### config.mk
export PLATFORM = sky130hd
export DESIGN_NAME = doubly_linked_list_cursor_engine_core
export DESIGN_NICKNAME = d
export VERILOG_FILES = /design/src/hw/rtl/dllc_pkg.sv /design/src/hw/rtl/dllc_node_mem.sv /design/src/hw/rtl/dllc_ctrl.sv /design/src/hw/rtl/doubly_linked_list_cursor_engine_core.sv
export SDC_FILE = /design/constraint.sdc
export NUM_CORES = 2
export LEC_CHECK = 0
export ABC_CLOCK_PERIOD_IN_PS = 14600
export BUFFER_PORTS_ARGS = -buffer_cell sky130_fd_sc_hd__buf_4
export CELL_PAD_IN_SITES_DETAIL_PLACEMENT = 1
export CELL_PAD_IN_SITES_GLOBAL_PLACEMENT = 1
export CORE_MARGIN = 2
export CORE_UTILIZATION = 40
export CTS_CLUSTER_DIAMETER = 60
export DETAILED_ROUTE_END_ITERATION = 6
export HOLD_SLACK_MARGIN = 0.05
export PLACE_DENSITY = 0.68
export REMOVE_ABC_BUFFERS = 1
export SYNTH_ARGS = -nofsm -noshare
export SYNTH_HDL_FRONTEND = slang
export SYNTH_SLANG_ARGS = --single-unit
export TNS_END_PERCENT = 50
### constraint.sdc
create_clock -name clk -period 14.6 [get_ports clk]
set_input_delay 2.92 -clock clk [delete_from_list [all_inputs] [get_ports clk]]
set_output_delay 2.92 -clock clk [all_outputs]
set_load 0.03 [all_outputs]
### src/hw/rtl/dllc_pkg.sv
`timescale 1ns / 1ps
// ----------------------------------------------------------------------------
// dllc_pkg
// Shared types for the linked list cursor engine: request codes, node memory
// write enables and the result record.
// ----------------------------------------------------------------------------

package dllc_pkg;

    typedef enum logic [4:0] {
        REQ_CLEAR      = 5'd0,
        REQ_INS_FIRST  = 5'd1,
        REQ_INS_LAST   = 5'd2,
        REQ_CUR_FIRST  = 5'd3,
        REQ_CUR_LAST   = 5'd4,
        REQ_RD_FIRST   = 5'd5,
        REQ_RD_LAST    = 5'd6,
        REQ_DEL_FIRST  = 5'd7,
        REQ_DEL_LAST   = 5'd8,
        REQ_DEL_AFTER  = 5'd9,
        REQ_DEL_BEFORE = 5'd10,
        REQ_INS_AFTER  = 5'd11,
        REQ_INS_BEFORE = 5'd12,
        REQ_RD_CUR     = 5'd13,
        REQ_WR_CUR     = 5'd14,
        REQ_NEXT       = 5'd15,
        REQ_PREV       = 5'd16
    } req_e;

    // per-field write enables of one node
    typedef struct packed {
        logic data;
        logic prev;
        logic next;
    } node_we_t;

    typedef struct packed {
        logic               cursor_active;
        logic               error;
        logic signed [31:0] read_value;
    } result_t;

endpackage

### src/hw/rtl/dllc_node_mem.sv
`timescale 1ns / 1ps
// ----------------------------------------------------------------------------
// dllc_node_mem
// Node pool storage: data, previous link and next link. One write port with
// per-field enables, one read port with registered data.
// ----------------------------------------------------------------------------

module dllc_node_mem #(
    parameter int DEPTH = 64,
    parameter int AW    = 6,
    parameter int LW    = 7
) (
    input  logic                 clk,
    input  logic                 rd_en,
    input  logic [AW-1:0]        rd_addr,
    output logic signed [31:0]   rd_data,
    output logic [LW-1:0]        rd_prev,
    output logic [LW-1:0]        rd_next,
    input  dllc_pkg::node_we_t   we,
    input  logic [AW-1:0]        wr_addr,
    input  logic signed [31:0]   wr_data,
    input  logic [LW-1:0]        wr_prev,
    input  logic [LW-1:0]        wr_next
);

    logic signed [31:0] mem_data [DEPTH];
    logic [LW-1:0]      mem_prev [DEPTH];
    logic [LW-1:0]      mem_next [DEPTH];

    always_ff @(posedge clk)
    begin
        if (we.data)
        begin
            mem_data[wr_addr] <= wr_data;
        end
        if (we.prev)
        begin
            mem_prev[wr_addr] <= wr_prev;
        end
        if (we.next)
        begin
            mem_next[wr_addr] <= wr_next;
        end
    end

    always_ff @(posedge clk)
    begin
        if (rd_en)
        begin
            rd_data <= mem_data[rd_addr];
            rd_prev <= mem_prev[rd_addr];
            rd_next <= mem_next[rd_addr];
        end
    end

endmodule

### src/hw/rtl/dllc_ctrl.sv
`timescale 1ns / 1ps
// ----------------------------------------------------------------------------
// dllc_ctrl
// Request sequencer: holds head, tail, cursor, free list and fresh counter,
// walks the node memory with read, use and write-back steps.
// ----------------------------------------------------------------------------

module dllc_ctrl #(
    parameter int POOL_DEPTH = 64,
    parameter int AW         = 6,
    parameter int LW         = 7
) (
    input  logic                 clk,
    input  logic                 rst_n,
    input  logic                 in_valid,
    output logic                 in_ready,
    input  logic [4:0]           in_req,
    input  logic signed [31:0]   in_value,
    output logic                 res_valid,
    input  logic                 res_ready,
    output dllc_pkg::result_t    res,
    output logic                 mem_rd_en,
    output logic [AW-1:0]        mem_rd_addr,
    input  logic signed [31:0]   mem_rd_data,
    input  logic [LW-1:0]        mem_rd_prev,
    input  logic [LW-1:0]        mem_rd_next,
    output dllc_pkg::node_we_t   mem_we,
    output logic [AW-1:0]        mem_wr_addr,
    output logic signed [31:0]   mem_wr_data,
    output logic [LW-1:0]        mem_wr_prev,
    output logic [LW-1:0]        mem_wr_next
);

    localparam logic [LW-1:0] NULL_LINK = LW'(POOL_DEPTH);

    typedef enum logic [3:0] {
        S_IDLE, S_START, S_ALLOC, S_FREE, S_INS, S_INSC,
        S_A, S_B, S_RD, S_WR, S_OUT
    } state_t;

    typedef enum logic {FLD_PREV, FLD_NEXT} fld_t;

    state_t              state_reg, state_next;
    dllc_pkg::req_e      req_reg, req_next;
    logic signed [31:0]  val_reg, val_next;
    logic [LW-1:0]       head_reg, head_next;
    logic [LW-1:0]       tail_reg, tail_next;
    logic [LW-1:0]       cur_reg, cur_next;
    logic [LW-1:0]       free_reg, free_next;
    logic [LW-1:0]       fresh_reg, fresh_next;
    logic [LW-1:0]       n_reg, n_next;      // node taken for an insert
    logic [LW-1:0]       a_reg, a_next;      // first node read
    logic [LW-1:0]       p_reg, p_next;      // neighbor to unlink
    logic                wa_valid_reg, wa_valid_next;
    logic [LW-1:0]       wa_addr_reg, wa_addr_next;
    fld_t                wa_fld_reg, wa_fld_next;
    logic [LW-1:0]       wa_val_reg, wa_val_next;
    logic                wb_valid_reg, wb_valid_next;
    logic [LW-1:0]       wb_addr_reg, wb_addr_next;
    fld_t                wb_fld_reg, wb_fld_next;
    logic [LW-1:0]       wb_val_reg, wb_val_next;
    logic signed [31:0]  rd_val_reg, rd_val_next;
    logic                err_reg, err_next;

    always_comb
    begin
        state_next    = state_reg;
        req_next      = req_reg;
        val_next      = val_reg;
        head_next     = head_reg;
        tail_next     = tail_reg;
        cur_next      = cur_reg;
        free_next     = free_reg;
        fresh_next    = fresh_reg;
        n_next        = n_reg;
        a_next        = a_reg;
        p_next        = p_reg;
        wa_valid_next = wa_valid_reg;
        wa_addr_next  = wa_addr_reg;
        wa_fld_next   = wa_fld_reg;
        wa_val_next   = wa_val_reg;
        wb_valid_next = wb_valid_reg;
        wb_addr_next  = wb_addr_reg;
        wb_fld_next   = wb_fld_reg;
        wb_val_next   = wb_val_reg;
        rd_val_next   = rd_val_reg;
        err_next      = err_reg;
        in_ready      = 1'b0;
        res_valid     = 1'b0;
        mem_rd_en     = 1'b0;
        mem_rd_addr   = '0;
        mem_we        = '0;
        mem_wr_addr   = '0;
        mem_wr_data   = val_reg;
        mem_wr_prev   = '0;
        mem_wr_next   = '0;

        unique case (state_reg)
            S_IDLE:
            begin
                in_ready = 1'b1;
                if (in_valid)
                begin
                    req_next      = dllc_pkg::req_e'(in_req);
                    val_next      = in_value;
                    rd_val_next   = '0;
                    err_next      = 1'b0;
                    wa_valid_next = 1'b0;
                    wb_valid_next = 1'b0;
                    state_next    = S_START;
                end
            end

            S_START:
            begin
                state_next = S_OUT;
                unique case (req_reg)
                    dllc_pkg::REQ_CLEAR:
                    begin
                        if (head_reg != NULL_LINK)
                        begin
                            mem_we.next = 1'b1;
                            mem_wr_addr = tail_reg[AW-1:0];
                            mem_wr_next = free_reg;
                            free_next   = head_reg;
                        end
                        head_next = NULL_LINK;
                        tail_next = NULL_LINK;
                        cur_next  = NULL_LINK;
                    end
                    dllc_pkg::REQ_INS_FIRST, dllc_pkg::REQ_INS_LAST:
                    begin
                        state_next = S_ALLOC;
                    end
                    dllc_pkg::REQ_INS_AFTER, dllc_pkg::REQ_INS_BEFORE:
                    begin
                        if (cur_reg != NULL_LINK)
                        begin
                            state_next = S_ALLOC;
                        end
                    end
                    dllc_pkg::REQ_CUR_FIRST: cur_next = head_reg;
                    dllc_pkg::REQ_CUR_LAST:  cur_next = tail_reg;
                    dllc_pkg::REQ_RD_FIRST:
                    begin
                        if (head_reg == NULL_LINK)
                        begin
                            err_next = 1'b1;
                        end
                        else
                        begin
                            mem_rd_en   = 1'b1;
                            mem_rd_addr = head_reg[AW-1:0];
                            state_next  = S_RD;
                        end
                    end
                    dllc_pkg::REQ_RD_LAST:
                    begin
                        if (tail_reg == NULL_LINK)
                        begin
                            err_next = 1'b1;
                        end
                        else
                        begin
                            mem_rd_en   = 1'b1;
                            mem_rd_addr = tail_reg[AW-1:0];
                            state_next  = S_RD;
                        end
                    end
                    dllc_pkg::REQ_RD_CUR:
                    begin
                        if (cur_reg == NULL_LINK)
                        begin
                            err_next = 1'b1;
                        end
                        else
                        begin
                            mem_rd_en   = 1'b1;
                            mem_rd_addr = cur_reg[AW-1:0];
                            state_next  = S_RD;
                        end
                    end
                    dllc_pkg::REQ_DEL_FIRST:
                    begin
                        if (head_reg != NULL_LINK)
                        begin
                            mem_rd_en   = 1'b1;
                            mem_rd_addr = head_reg[AW-1:0];
                            a_next      = head_reg;
                            state_next  = S_A;
                        end
                    end
                    dllc_pkg::REQ_DEL_LAST:
                    begin
                        if (tail_reg != NULL_LINK)
                        begin
                            mem_rd_en   = 1'b1;
                            mem_rd_addr = tail_reg[AW-1:0];
                            a_next      = tail_reg;
                            state_next  = S_A;
                        end
                    end
                    dllc_pkg::REQ_DEL_AFTER:
                    begin
                        if (cur_reg != NULL_LINK && cur_reg != tail_reg)
                        begin
                            mem_rd_en   = 1'b1;
                            mem_rd_addr = cur_reg[AW-1:0];
                            a_next      = cur_reg;
                            state_next  = S_A;
                        end
                    end
                    dllc_pkg::REQ_DEL_BEFORE:
                    begin
                        if (cur_reg != NULL_LINK && cur_reg != head_reg)
                        begin
                            mem_rd_en   = 1'b1;
                            mem_rd_addr = cur_reg[AW-1:0];
                            a_next      = cur_reg;
                            state_next  = S_A;
                        end
                    end
                    dllc_pkg::REQ_WR_CUR:
                    begin
                        if (cur_reg != NULL_LINK)
                        begin
                            mem_we.data = 1'b1;
                            mem_wr_addr = cur_reg[AW-1:0];
                        end
                    end
                    dllc_pkg::REQ_NEXT, dllc_pkg::REQ_PREV:
                    begin
                        if (cur_reg != NULL_LINK)
                        begin
                            mem_rd_en   = 1'b1;
                            mem_rd_addr = cur_reg[AW-1:0];
                            a_next      = cur_reg;
                            state_next  = S_A;
                        end
                    end
                    default: ;
                endcase
            end

            // free list first, then never-used nodes
            S_ALLOC:
            begin
                if (free_reg != NULL_LINK)
                begin
                    n_next      = free_reg;
                    mem_rd_en   = 1'b1;
                    mem_rd_addr = free_reg[AW-1:0];
                    state_next  = S_FREE;
                end
                else if (fresh_reg != NULL_LINK)
                begin
                    n_next     = fresh_reg;
                    fresh_next = fresh_reg + LW'(1);
                    state_next = S_INS;
                end
                else
                begin
                    err_next   = 1'b1;
                    state_next = S_OUT;
                end
            end

            S_FREE:
            begin
                free_next  = mem_rd_next;
                state_next = S_INS;
            end

            S_INS:
            begin
                state_next = S_WR;
                unique case (req_reg)
                    dllc_pkg::REQ_INS_FIRST:
                    begin
                        mem_we      = '{data: 1'b1, prev: 1'b1, next: 1'b1};
                        mem_wr_addr = n_reg[AW-1:0];
                        mem_wr_prev = NULL_LINK;
                        mem_wr_next = head_reg;
                        if (head_reg != NULL_LINK)
                        begin
                            wa_valid_next = 1'b1;
                            wa_addr_next  = head_reg;
                            wa_fld_next   = FLD_PREV;
                            wa_val_next   = n_reg;
                        end
                        else
                        begin
                            tail_next = n_reg;
                        end
                        head_next = n_reg;
                    end
                    dllc_pkg::REQ_INS_LAST:
                    begin
                        mem_we      = '{data: 1'b1, prev: 1'b1, next: 1'b1};
                        mem_wr_addr = n_reg[AW-1:0];
                        mem_wr_prev = tail_reg;
                        mem_wr_next = NULL_LINK;
                        if (tail_reg != NULL_LINK)
                        begin
                            wa_valid_next = 1'b1;
                            wa_addr_next  = tail_reg;
                            wa_fld_next   = FLD_NEXT;
                            wa_val_next   = n_reg;
                        end
                        else
                        begin
                            head_next = n_reg;
                        end
                        tail_next = n_reg;
                    end
                    dllc_pkg::REQ_INS_AFTER, dllc_pkg::REQ_INS_BEFORE:
                    begin
                        mem_rd_en   = 1'b1;
                        mem_rd_addr = cur_reg[AW-1:0];
                        state_next  = S_INSC;
                    end
                    default: state_next = S_OUT;
                endcase
            end

            // cursor node record is on the read port
            S_INSC:
            begin
                state_next = S_WR;
                unique case (req_reg)
                    dllc_pkg::REQ_INS_AFTER:
                    begin
                        mem_we      = '{data: 1'b1, prev: 1'b1, next: 1'b1};
                        mem_wr_addr = n_reg[AW-1:0];
                        mem_wr_prev = cur_reg;
                        mem_wr_next = mem_rd_next;
                        wa_valid_next = 1'b1;
                        if (cur_reg == tail_reg)
                        begin
                            tail_next    = n_reg;
                            wa_addr_next = cur_reg;
                            wa_fld_next  = FLD_NEXT;
                            wa_val_next  = n_reg;
                        end
                        else
                        begin
                            wa_addr_next  = mem_rd_next;
                            wa_fld_next   = FLD_PREV;
                            wa_val_next   = n_reg;
                            wb_valid_next = 1'b1;
                            wb_addr_next  = cur_reg;
                            wb_fld_next   = FLD_NEXT;
                            wb_val_next   = n_reg;
                        end
                    end
                    dllc_pkg::REQ_INS_BEFORE:
                    begin
                        mem_we      = '{data: 1'b1, prev: 1'b1, next: 1'b1};
                        mem_wr_addr = n_reg[AW-1:0];
                        mem_wr_prev = mem_rd_prev;
                        mem_wr_next = cur_reg;
                        wa_valid_next = 1'b1;
                        if (cur_reg == head_reg)
                        begin
                            head_next    = n_reg;
                            wa_addr_next = cur_reg;
                            wa_fld_next  = FLD_PREV;
                            wa_val_next  = n_reg;
                        end
                        else
                        begin
                            wa_addr_next  = mem_rd_prev;
                            wa_fld_next   = FLD_NEXT;
                            wa_val_next   = n_reg;
                            wb_valid_next = 1'b1;
                            wb_addr_next  = cur_reg;
                            wb_fld_next   = FLD_PREV;
                            wb_val_next   = n_reg;
                        end
                    end
                    default: state_next = S_OUT;
                endcase
            end

            // record of a_reg is on the read port
            S_A:
            begin
                state_next = S_OUT;
                unique case (req_reg)
                    dllc_pkg::REQ_DEL_FIRST:
                    begin
                        if (cur_reg == a_reg)
                        begin
                            cur_next = NULL_LINK;
                        end
                        wa_valid_next = 1'b1;
                        if (tail_reg == a_reg)
                        begin
                            tail_next    = NULL_LINK;
                            wa_addr_next = a_reg;
                            wa_fld_next  = FLD_NEXT;
                            wa_val_next  = free_reg;
                        end
                        else
                        begin
                            wa_addr_next  = mem_rd_next;
                            wa_fld_next   = FLD_PREV;
                            wa_val_next   = NULL_LINK;
                            wb_valid_next = 1'b1;
                            wb_addr_next  = a_reg;
                            wb_fld_next   = FLD_NEXT;
                            wb_val_next   = free_reg;
                        end
                        head_next  = mem_rd_next;
                        free_next  = a_reg;
                        state_next = S_WR;
                    end
                    dllc_pkg::REQ_DEL_LAST:
                    begin
                        if (cur_reg == a_reg)
                        begin
                            cur_next = NULL_LINK;
                        end
                        wa_valid_next = 1'b1;
                        if (head_reg == a_reg)
                        begin
                            head_next    = NULL_LINK;
                            wa_addr_next = a_reg;
                            wa_fld_next  = FLD_NEXT;
                            wa_val_next  = free_reg;
                        end
                        else
                        begin
                            wa_addr_next  = mem_rd_prev;
                            wa_fld_next   = FLD_NEXT;
                            wa_val_next   = NULL_LINK;
                            wb_valid_next = 1'b1;
                            wb_addr_next  = a_reg;
                            wb_fld_next   = FLD_NEXT;
                            wb_val_next   = free_reg;
                        end
                        tail_next  = mem_rd_prev;
                        free_next  = a_reg;
                        state_next = S_WR;
                    end
                    dllc_pkg::REQ_DEL_AFTER:
                    begin
                        p_next      = mem_rd_next;
                        mem_rd_en   = 1'b1;
                        mem_rd_addr = mem_rd_next[AW-1:0];
                        state_next  = S_B;
                    end
                    dllc_pkg::REQ_DEL_BEFORE:
                    begin
                        p_next      = mem_rd_prev;
                        mem_rd_en   = 1'b1;
                        mem_rd_addr = mem_rd_prev[AW-1:0];
                        state_next  = S_B;
                    end
                    dllc_pkg::REQ_NEXT: cur_next = mem_rd_next;
                    dllc_pkg::REQ_PREV: cur_next = mem_rd_prev;
                    default: ;
                endcase
            end

            // record of the neighbor p_reg is on the read port
            S_B:
            begin
                state_next    = S_WR;
                free_next     = p_reg;
                wa_valid_next = 1'b1;
                mem_wr_addr   = a_reg[AW-1:0];
                unique case (req_reg)
                    dllc_pkg::REQ_DEL_AFTER:
                    begin
                        mem_we.next = 1'b1;
                        mem_wr_next = mem_rd_next;
                        if (p_reg == tail_reg)
                        begin
                            tail_next    = a_reg;
                            wa_addr_next = p_reg;
                            wa_fld_next  = FLD_NEXT;
                            wa_val_next  = free_reg;
                        end
                        else
                        begin
                            wa_addr_next  = mem_rd_next;
                            wa_fld_next   = FLD_PREV;
                            wa_val_next   = a_reg;
                            wb_valid_next = 1'b1;
                            wb_addr_next  = p_reg;
                            wb_fld_next   = FLD_NEXT;
                            wb_val_next   = free_reg;
                        end
                    end
                    default:
                    begin
                        mem_we.prev = 1'b1;
                        mem_wr_prev = mem_rd_prev;
                        if (p_reg == head_reg)
                        begin
                            head_next    = a_reg;
                            wa_addr_next = p_reg;
                            wa_fld_next  = FLD_NEXT;
                            wa_val_next  = free_reg;
                        end
                        else
                        begin
                            wa_addr_next  = mem_rd_prev;
                            wa_fld_next   = FLD_NEXT;
                            wa_val_next   = a_reg;
                            wb_valid_next = 1'b1;
                            wb_addr_next  = p_reg;
                            wb_fld_next   = FLD_NEXT;
                            wb_val_next   = free_reg;
                        end
                    end
                endcase
            end

            // drain queued link writes, one per cycle
            S_WR:
            begin
                if (wa_valid_reg)
                begin
                    mem_wr_addr   = wa_addr_reg[AW-1:0];
                    mem_we.prev   = (wa_fld_reg == FLD_PREV);
                    mem_we.next   = (wa_fld_reg == FLD_NEXT);
                    mem_wr_prev   = wa_val_reg;
                    mem_wr_next   = wa_val_reg;
                    wa_valid_next = wb_valid_reg;
                    wa_addr_next  = wb_addr_reg;
                    wa_fld_next   = wb_fld_reg;
                    wa_val_next   = wb_val_reg;
                    wb_valid_next = 1'b0;
                end
                else
                begin
                    state_next = S_OUT;
                end
            end

            S_RD:
            begin
                rd_val_next = mem_rd_data;
                state_next  = S_OUT;
            end

            S_OUT:
            begin
                res_valid = 1'b1;
                if (res_ready)
                begin
                    state_next = S_IDLE;
                end
            end

            default: state_next = S_IDLE;
        endcase
    end

    assign res.read_value    = rd_val_reg;
    assign res.error         = err_reg;
    assign res.cursor_active = (cur_reg != NULL_LINK);

    always_ff @(posedge clk or negedge rst_n)
    begin
        if (!rst_n)
        begin
            state_reg    <= S_IDLE;
            req_reg      <= dllc_pkg::REQ_CLEAR;
            val_reg      <= '0;
            head_reg     <= NULL_LINK;
            tail_reg     <= NULL_LINK;
            cur_reg      <= NULL_LINK;
            free_reg     <= NULL_LINK;
            fresh_reg    <= '0;
            n_reg        <= '0;
            a_reg        <= '0;
            p_reg        <= '0;
            wa_valid_reg <= 1'b0;
            wa_addr_reg  <= '0;
            wa_fld_reg   <= FLD_PREV;
            wa_val_reg   <= '0;
            wb_valid_reg <= 1'b0;
            wb_addr_reg  <= '0;
            wb_fld_reg   <= FLD_PREV;
            wb_val_reg   <= '0;
            rd_val_reg   <= '0;
            err_reg      <= 1'b0;
        end
        else
        begin
            state_reg    <= state_next;
            req_reg      <= req_next;
            val_reg      <= val_next;
            head_reg     <= head_next;
            tail_reg     <= tail_next;
            cur_reg      <= cur_next;
            free_reg     <= free_next;
            fresh_reg    <= fresh_next;
            n_reg        <= n_next;
            a_reg        <= a_next;
            p_reg        <= p_next;
            wa_valid_reg <= wa_valid_next;
            wa_addr_reg  <= wa_addr_next;
            wa_fld_reg   <= wa_fld_next;
            wa_val_reg   <= wa_val_next;
            wb_valid_reg <= wb_valid_next;
            wb_addr_reg  <= wb_addr_next;
            wb_fld_reg   <= wb_fld_next;
            wb_val_reg   <= wb_val_next;
            rd_val_reg   <= rd_val_next;
            err_reg      <= err_next;
        end
    end

    a_fresh_bound: assert property (@(posedge clk) disable iff (!rst_n)
        fresh_reg <= NULL_LINK)
        else $error("fresh counter past pool depth");

    a_ends_agree: assert property (@(posedge clk) disable iff (!rst_n)
        (head_reg == NULL_LINK) == (tail_reg == NULL_LINK))
        else $error("head and tail disagree on empty list");

    a_empty_cursor: assert property (@(posedge clk) disable iff (!rst_n)
        (head_reg == NULL_LINK) |-> (cur_reg == NULL_LINK))
        else $error("cursor active on empty list");

    a_no_rw_overlap: assert property (@(posedge clk) disable iff (!rst_n)
        mem_rd_en |-> (mem_we == '0))
        else $error("node read and write in the same cycle");

endmodule

### src/hw/rtl/doubly_linked_list_cursor_engine_core.sv
`timescale 1ns / 1ps
// ----------------------------------------------------------------------------
// doubly_linked_list_cursor_engine_core
// Bounded doubly linked list of signed 32-bit values with a cursor, kept in a
// node pool memory with previous/next links and a free list.
// ----------------------------------------------------------------------------
//
// Channel   Dir  Carries
// s_axis    in   one request: req_type and value
// m_axis    out  one result per request: read_value, error, cursor_active
//
// Each request runs through a chain of dependent node memory accesses (one
// read or one write per cycle, read data registered); a request that changes
// links then passes the write-back step, which issues the queued link writes
// in order and leaves once none is left. An insert at the cursor that takes a
// node from the free list is the longest; moves to an end, clear and requests
// that change nothing the shortest. One request is in work at a time.
// Reset (rst_n low) empties the list; node memory holds no reset value.
// A result waits in the output register; the next request is taken while it
// waits, but cannot finish until the register is free.

module doubly_linked_list_cursor_engine_core #(
    parameter int POOL_DEPTH = 64
) (
    input  logic        clk,
    input  logic        rst_n,
    input  logic        s_axis_tvalid,
    output logic        s_axis_tready,
    input  logic [39:0] s_axis_tdata,   // [4:0] req_type, [36:5] value, [39:37] zero
    output logic        m_axis_tvalid,
    input  logic        m_axis_tready,
    output logic [39:0] m_axis_tdata    // [31:0] read_value, [32] error,
                                        // [33] cursor_active, [39:34] zero
);

    localparam int AW = $clog2(POOL_DEPTH);
    localparam int LW = $clog2(POOL_DEPTH + 1);   // one extra code for null

    logic                 res_valid;
    logic                 res_ready;
    dllc_pkg::result_t    res;
    logic                 mem_rd_en;
    logic [AW-1:0]        mem_rd_addr;
    logic signed [31:0]   mem_rd_data;
    logic [LW-1:0]        mem_rd_prev;
    logic [LW-1:0]        mem_rd_next;
    dllc_pkg::node_we_t   mem_we;
    logic [AW-1:0]        mem_wr_addr;
    logic signed [31:0]   mem_wr_data;
    logic [LW-1:0]        mem_wr_prev;
    logic [LW-1:0]        mem_wr_next;

    // output register
    logic                 out_valid_reg, out_valid_next;
    dllc_pkg::result_t    out_data_reg, out_data_next;

    dllc_ctrl #(
        .POOL_DEPTH (POOL_DEPTH),
        .AW         (AW),
        .LW         (LW)
    ) u_ctrl (
        .clk         (clk),
        .rst_n       (rst_n),
        .in_valid    (s_axis_tvalid),
        .in_ready    (s_axis_tready),
        .in_req      (s_axis_tdata[4:0]),
        .in_value    (s_axis_tdata[36:5]),
        .res_valid   (res_valid),
        .res_ready   (res_ready),
        .res         (res),
        .mem_rd_en   (mem_rd_en),
        .mem_rd_addr (mem_rd_addr),
        .mem_rd_data (mem_rd_data),
        .mem_rd_prev (mem_rd_prev),
        .mem_rd_next (mem_rd_next),
        .mem_we      (mem_we),
        .mem_wr_addr (mem_wr_addr),
        .mem_wr_data (mem_wr_data),
        .mem_wr_prev (mem_wr_prev),
        .mem_wr_next (mem_wr_next)
    );

    dllc_node_mem #(
        .DEPTH (POOL_DEPTH),
        .AW    (AW),
        .LW    (LW)
    ) u_node_mem (
        .clk     (clk),
        .rd_en   (mem_rd_en),
        .rd_addr (mem_rd_addr),
        .rd_data (mem_rd_data),
        .rd_prev (mem_rd_prev),
        .rd_next (mem_rd_next),
        .we      (mem_we),
        .wr_addr (mem_wr_addr),
        .wr_data (mem_wr_data),
        .wr_prev (mem_wr_prev),
        .wr_next (mem_wr_next)
    );

    // result moves in when the register is empty or drains this cycle
    assign res_ready = !out_valid_reg || m_axis_tready;

    always_comb
    begin
        out_valid_next = out_valid_reg;
        out_data_next  = out_data_reg;
        if (res_valid && res_ready)
        begin
            out_valid_next = 1'b1;
            out_data_next  = res;
        end
        else if (m_axis_tready)
        begin
            out_valid_next = 1'b0;
        end
    end

    always_ff @(posedge clk or negedge rst_n)
    begin
        if (!rst_n)
        begin
            out_valid_reg <= 1'b0;
            out_data_reg  <= '0;
        end
        else
        begin
            out_valid_reg <= out_valid_next;
            out_data_reg  <= out_data_next;
        end
    end

    assign m_axis_tvalid = out_valid_reg;
    assign m_axis_tdata  = {6'd0, out_data_reg.cursor_active, out_data_reg.error,
                            out_data_reg.read_value};

endmodule

; Yosys cells after proc, flatten, opt, wreduce, memory -nomap -nowiden
; Memory sizes are Yosys's and may differ from the RTL's. A register that Yosys moved wholly into a read port is not among the register bits.
; Index checks and enable logic that the tools add are counted.
[totals]
register_bits = 195
ram_bits = 2944
in_bits = 44
out_inout_bits = 42
wordCells = 364
memories = 3
[classes]
n_addsub = 1
n_eq_ne = 88
muxes = 203
bitwise_logic = 2
n_reduce_logical = 42
[mem_list]
columns = name, words, width, rd, rd_ports_with_merged_regs, wr, line_no
row1 = u_node_mem.mem_data, 64, 32, 1, 1, 1, dllc_node_mem.sv:26  ; logic signed [31:0] mem_data [DEPTH];
row2 = u_node_mem.mem_next, 64, 7, 1, 1, 1, dllc_node_mem.sv:28  ; logic [LW-1:0] mem_next [DEPTH];
row3 = u_node_mem.mem_prev, 64, 7, 1, 1, 1, dllc_node_mem.sv:27  ; logic [LW-1:0] mem_prev [DEPTH];
[op_table]
columns = operator, n
row1 = two-way mux 7 bit, 44
row2 = one-hot mux 7 bit (2 select lines), 14
row3 = one-hot mux 7 bit (5 select lines), 5
row4 = two-way mux 6 bit, 29
row5 = one-hot mux 6 bit (2 select lines), 7
row6 = one-hot mux 32 bit (2 select lines), 1
row7 = one-hot mux 7 bit (3 select lines), 3
row8 = one-hot mux 6 bit (5 select lines), 2
row9 = one-hot mux 7 bit (4 select lines), 2
row10 = two-way mux 1 bit, 52
row11 = == test 7 bit, 7
row12 = one-hot mux 6 bit (8 select lines), 1
row13 = two-way mux 4 bit, 11
row14 = one-hot mux 4 bit (11 select lines), 1
row15 = "== test 5 x 4 -> 1 bit, second input constant", 8
row16 = one-hot mux 4 bit (10 select lines), 1
row17 = "!= test 7 bit, second input constant", 5
row18 = two-way mux 32 bit, 1
row19 = "!= test 3 bit, second input constant", 10
row20 = AND reduction 7 bit, 4
row21 = "!= test 3 x 2 -> 1 bit, second input constant", 9
row22 = "!= test 2 bit, second input constant", 13
row23 = one-hot mux 6 bit (4 select lines), 1
row24 = "== test 7 bit, second input constant", 3
row25 = 41 further kinds, 102

; Logic depth before layout (Yosys ltp)
[depth]
depth_word = 6
ltp_mapped = 19

; Modules after synthesis
; A second synthesis with hierarchy kept.
[unflattened]
hier_cells = 6257
hier_area_um2 = 125237.6
[by_module_without_submodules]
columns = mod, n_inst, cells_each, area_per_inst_um2, seq_area_each_um2
row1 = dllc_node_mem, 1, 4946, 113252.4, 89786.1
row2 = dllc_ctrl, 1, 1229, 10472.5, 4008.8
row3 = doubly_linked_list_cursor_engine_core, 1, 82, 1512.7, 875.8

; Worst setup path before layout
; Ideal clock, no wire load.
[synth_timing]
path_type = reg-to-reg
from = register u_ctrl.req_reg[2]
to = memory u_node_mem.mem_data[49][0], enable pin
setup_time_ns = 0.461
t_arrival_ns = 4.892
required_ns = 14.139
setup_slack_ns = 9.247
path_stages_with_launch = 10
synth_period_minus_slack_ns = 5.353
path_cell_list = dfrtp_1 > buf_2 > clkbuf_1 > or3_1 > a2111oi_0 > nand2_1 > a21oi_1 > nand2_1 > clkbuf_1 > nor3_1
[synth_between]
elab_chain_cells = 6
word_cells_on_any_way = 18
[synth_rtl]
columns = element, line_no
row1 = start: declaration, dllc_ctrl.sv:44  ; dllc_pkg::req_e req_reg, req_next;
row2 = start signal: assignment, dllc_ctrl.sv:571  ; req_reg <= dllc_pkg::REQ_CLEAR;
row3 = start signal: assignment, dllc_ctrl.sv:595  ; req_reg <= req_next;
row4 = "== test 5 x 4 -> 1 bit, or another cell as far along", dllc_ctrl.sv:330  ; unique case (req_reg)
row5 = OR reduction 2 bit (no line), -
row6 = two-way mux 3 bit (on tied branches), "dllc_ctrl.sv:330, dllc_ctrl.sv:277"
row7 = one-hot mux 1 bit (3 select lines), dllc_ctrl.sv:98  ; unique case (state_reg)
row8 = two-way mux 1 bit, dllc_node_mem.sv:32  ; if (we.data)
row9 = two-way mux 1 bit (implied by the code), dllc_node_mem.sv:34  ; mem_data[wr_addr] <= wr_data;
row10 = end: declaration, dllc_node_mem.sv:26
; Several ways; a longest one is shown, not always the timed one.

; Worst setup path after layout
[layout_timing]
from = register u_ctrl.req_reg[3]
to = register u_node_mem.rd_data[24], read port of u_node_mem.mem_data (data pin)
[layout_between]
elab_chain_cells = 4
word_cells_on_any_way = 22
[layout_rtl]
columns = element, line_no
row1 = "== test 5 x 4 -> 1 bit, or another cell as far along", dllc_ctrl.sv:117  ; unique case (req_reg)
row2 = OR reduction 2 bit (on tied branches), -
row3 = "one-hot mux 6 bit (8 select lines), or another cell as far along", dllc_ctrl.sv:117
row4 = one-hot mux 6 bit (4 select lines) / one-hot mux 1 bit (4 select lines) (equally long branches), dllc_ctrl.sv:98
row5 = end: declaration, dllc_node_mem.sv:16  ; output logic signed [31:0] rd_data,
; Several ways; a longest one is shown, not always the timed one.
; A chain may end at the register's enable or synchronous reset.

==> metrics.txt <==
full die area=329800 um^2; register bank with the most flops=u_node_mem.mem_data; Net Sw Frac=between 20% and 30%; crit-path max cell delay=between 0.8 and 0.9 ns; register bit total from synthesis=3185; Max clock buf depth=4; internal power=about 16 mW; CTS H-Tree Depth=5; Critical Path End Type=register; Post-CTS Hold Buffers=0; Critical Path Start Type=register; Finished Core Util=around 45%; PwrDens=roughly 150 nW/um^2; Avg Synthesized Cell Area=roughly 13 um^2; max FFs per register=approximately 2000; commonest non-fill, non-tap cell in the layout=edfxtp_1; Yosys warnings=0; dpl hpwl=around 230000 um; CTS root buf=clkbuf_16; final hold vios=0; Post-Route WL=409800 um; First-pass DRT Iterations=7; failing checks=DRC; Slew HR=about an eighth; initial antenna violation count=6; NumNets Final=10226; register area=between 90000 and 100000 um^2; Layout area overhead=12.34%; worst hold slack=0.4589 ns; Die Y=574.3 um; GRT Residual Overflow=0; sequential area share after synthesis=72.78%; Buffers & Inverters on Critical Path=5; DRC viols=14; Comb power frac=between 8 and 9%; synthesized cell area=130100 um^2; FP Rows=~210; post-CTS resize count=0; RSZ-0062 raised after global routing=no; count of input and output buffers=76; CP Data Arrival Time=8.14 ns; Reg power frac=a little over half; Post-synth ARST share=between 6 and 7%; via count=between 80000 and 90000; clock share of power=roughly 37%; worst hold path type=reg -> reg; Tmin final=around 7.4 ns; WL/cell=between 20 and 30 um; die width=574.3 um; actual slew at the worst max-slew pin=between 1 and 1.5 ns; Clock transition at path regs=about 0.06 ns; Initial DRC Count=between 8000 and 9000; P_sw=about 6.0 mW; number of global-route vias before repair=90243; Yosys cell types=85; VDD IR max=around 0.00026 V; core box area=~320000 um^2; Via density=around 5.9; I/O pins=between 80 and 90; initial cell density of the core=roughly two fifths; post-synthesis cell count=just over 10000; final RePlAce weighted congestion=approximately 0.90; Pleak=around 51 nW; clk sinks=about 3200; Fillers=between 30000 and 40000; family with the most delay on the worst path=buffers and inverters; total global-route track usage=24.28%; global-route wire length before repair=between 600000 and 700000 um; critical-path maximum fanout=between 100 and 150; CP max stage cell=buf_4; Post-CTS Setup Bufs=0; Setup Crit Path Kind=reg -> reg; share of cells above drive strength 1=between 10% and 20%; cell repeated most along the worst path=buf_4; maximum number of pins on one net before global-route repair=approximately 170; EDFF count, synth=between 2000 and 3000; TritonCTS clock tree=done; Multi-input gate area=approximately 33000 um^2; Inserted Clock Buffers=approximately 340; status=complete, but fails checks; CP Cell Sequence=and3b_1, o21a_1, a22o_1, a2111oi_4, buf_4, a21o_4, buf_4, buf_12, buf_4, buf_4, nand2_1, a31oi_1, o21ai_0, a211oi_1, o32a_1; Setup-failing EPs final=0; DRT antenna net count=0; fmax=about 140 MHz; Top Registers=u_node_mem.mem_data x2048, u_node_mem.mem_next x448, u_node_mem.mem_prev x448; dominant synthesized flop cell=edfxtp_1; commonest cells after routing, fill and taps aside=edfxtp_1 (2990), nand2_1 (2983), nand3_1 (1318); Slew Viols, Final=0; clk_lat worst skew=about 0.95 ns; Max-Cap Viols=0; Req. time, crit path=~15 ns; Final Skew=0.06135 ns; fin crit share=around half
==> cells by family (layout without fill, tap and decap cells) <==
logic type / Yosys count / in the layout / share of synthesized area (%)
AND/OR/NAND/NOR: 4952 / 4952 / 16.33
XOR/XNOR: 55 / 55 / 0.3703
buffers and inverters: 779 / 957 / 2.780
flip-flops: 3185 / 3185 / 72.78
adder cells (fa/ha/maj): 2 / 2 / 0.01923
AO/OA/AOI/OAI: 1123 / 1123 / 6.226
multiplexers: 183 / 183 / 1.495
other: 1 / 10 / 0.002883
==> worst min-delay path: stages, from the launching register on <==
cell	delay, ns
edfxtp_1	0.32
nand2_1	0.04
o21ai_0	0.06
==> power by group through the flow <==
stage                     combinational [mW]  clock [mW]  sequential [mW]
after floorplan                         1.08           0             12.0
after global placement                  1.81           0             12.3
after detailed placement                1.88           0             12.4
after CTS                               1.89        8.53             12.2
after global routing                    2.03        8.86             12.3
final                                   1.89        8.42             12.2
==> metrics by stage <==
| stage | setup slack [ns] | power (mW) | instance area (um^2) | setup TNS (ns) | instances |
|---|---|---|---|---|---|
| after detailed placement | 7.287 | 14.26 | 135400 | 0 | 14160 |
| after global routing | 6.880 | 23.17 | 146100 | 0 | 14790 |
| final | 7.221 | 22.50 | 146100 | 0 | 14792 |
| after global placement | 7.470 | 14.12 | 135400 | 0 | 14160 |
| after floorplan | -33.83 | 13.08 | 126600 | -1475.60 | 9536 |
| after CTS | 7.263 | 22.62 | 146100 | 0 | 14788 |
==> synth_stat cells, types with 11 or more instances <==
| cell | count | share of area [%] |
|---|---|---|
| a311oi_1 | 246 | 1.7 |
| nor2_1 | 212 | 0.61 |
| edfxtp_1 | 2990 | 69 |
| nor4_1 | 59 | 0.28 |
| mux2i_1 | 96 | 0.74 |
| buf_6 | 12 | 0.10 |
| o211ai_1 | 12 | 0.069 |
| o22ai_1 | 11 | 0.053 |
| a32oi_1 | 56 | 0.38 |
| nand3_1 | 1331 | 5.1 |
| clkbuf_1 | 314 | 0.91 |
| dfrtp_1 | 191 | 3.7 |
| nor3_1 | 110 | 0.42 |
| a21o_1 | 20 | 0.12 |
| buf_1 | 48 | 0.14 |
| a222oi_1 | 13 | 0.10 |
| a32o_1 | 27 | 0.21 |
| a22o_1 | 19 | 0.13 |
| o21ai_0 | 174 | 0.67 |
| and2_1 | 11 | 0.053 |
| a21oi_1 | 197 | 0.76 |
| xnor2_1 | 34 | 0.23 |
| a31oi_1 | 110 | 0.53 |
| buf_2 | 321 | 1.2 |
| nand2_1 | 2991 | 8.6 |
| or2_2 | 19 | 0.091 |
| mux2_2 | 86 | 0.74 |
| inv_1 | 30 | 0.087 |
| xor2_1 | 21 | 0.14 |
| a221oi_1 | 28 | 0.19 |
| a22oi_1 | 58 | 0.33 |
| a211oi_1 | 54 | 0.31 |
| buf_4 | 53 | 0.31 |
| o32a_1 | 28 | 0.22 |
| and3_1 | 147 | 0.71 |
==> layout make-up <==
class | instances | area share, %
flip-flops and latches | 3185 | 64.81
multi-input cells | 6321 | 22.32
clock buffers | 451 | 6.333
well taps | 4325 | 3.703
repair buffers | 299 | 1.721
clock inverters | 177 | 1.030
inverters | 30 | 0.07706
diodes | 4 | 0.006850
==> worst paths after layout <==
check                                                 start                           endpoint  slack [ns]  depth (start not counted)
min in group asynchronous                             rst_n       m_axis_tdata[16]$_DFFE_PN0P_        2.07                          1
hold reg to reg            u_node_mem.rd_data[30]$_DFFE_PP_  u_ctrl.rd_val_reg[30]$_DFFE_PN0P_        0.46                          2
setup reg to reg              u_ctrl.req_reg[3]$_DFFE_PN0P_   u_node_mem.rd_data[24]$_DFFE_PP_        7.22                         15
hold / removal             u_node_mem.rd_data[30]$_DFFE_PP_  u_ctrl.rd_val_reg[30]$_DFFE_PN0P_        0.46                          2
setup / recovery              u_ctrl.req_reg[3]$_DFFE_PN0P_   u_node_mem.rd_data[24]$_DFFE_PP_        7.22                         15
max in group asynchronous                             rst_n  u_ctrl.mem_wr_data[7]$_DFFE_PN0P_       11.34                          2
==> routing by layer <==
layer	track usage, %	share of wire, %	vias up
met4	10.54	4.6	2
met2	40.61	48	3045
met5	0	0.0044	-
met3	2.906	5.8	807
li1	-	-	37637
met1	31.94	41	45272
Power figures use the tool's default switching activity.
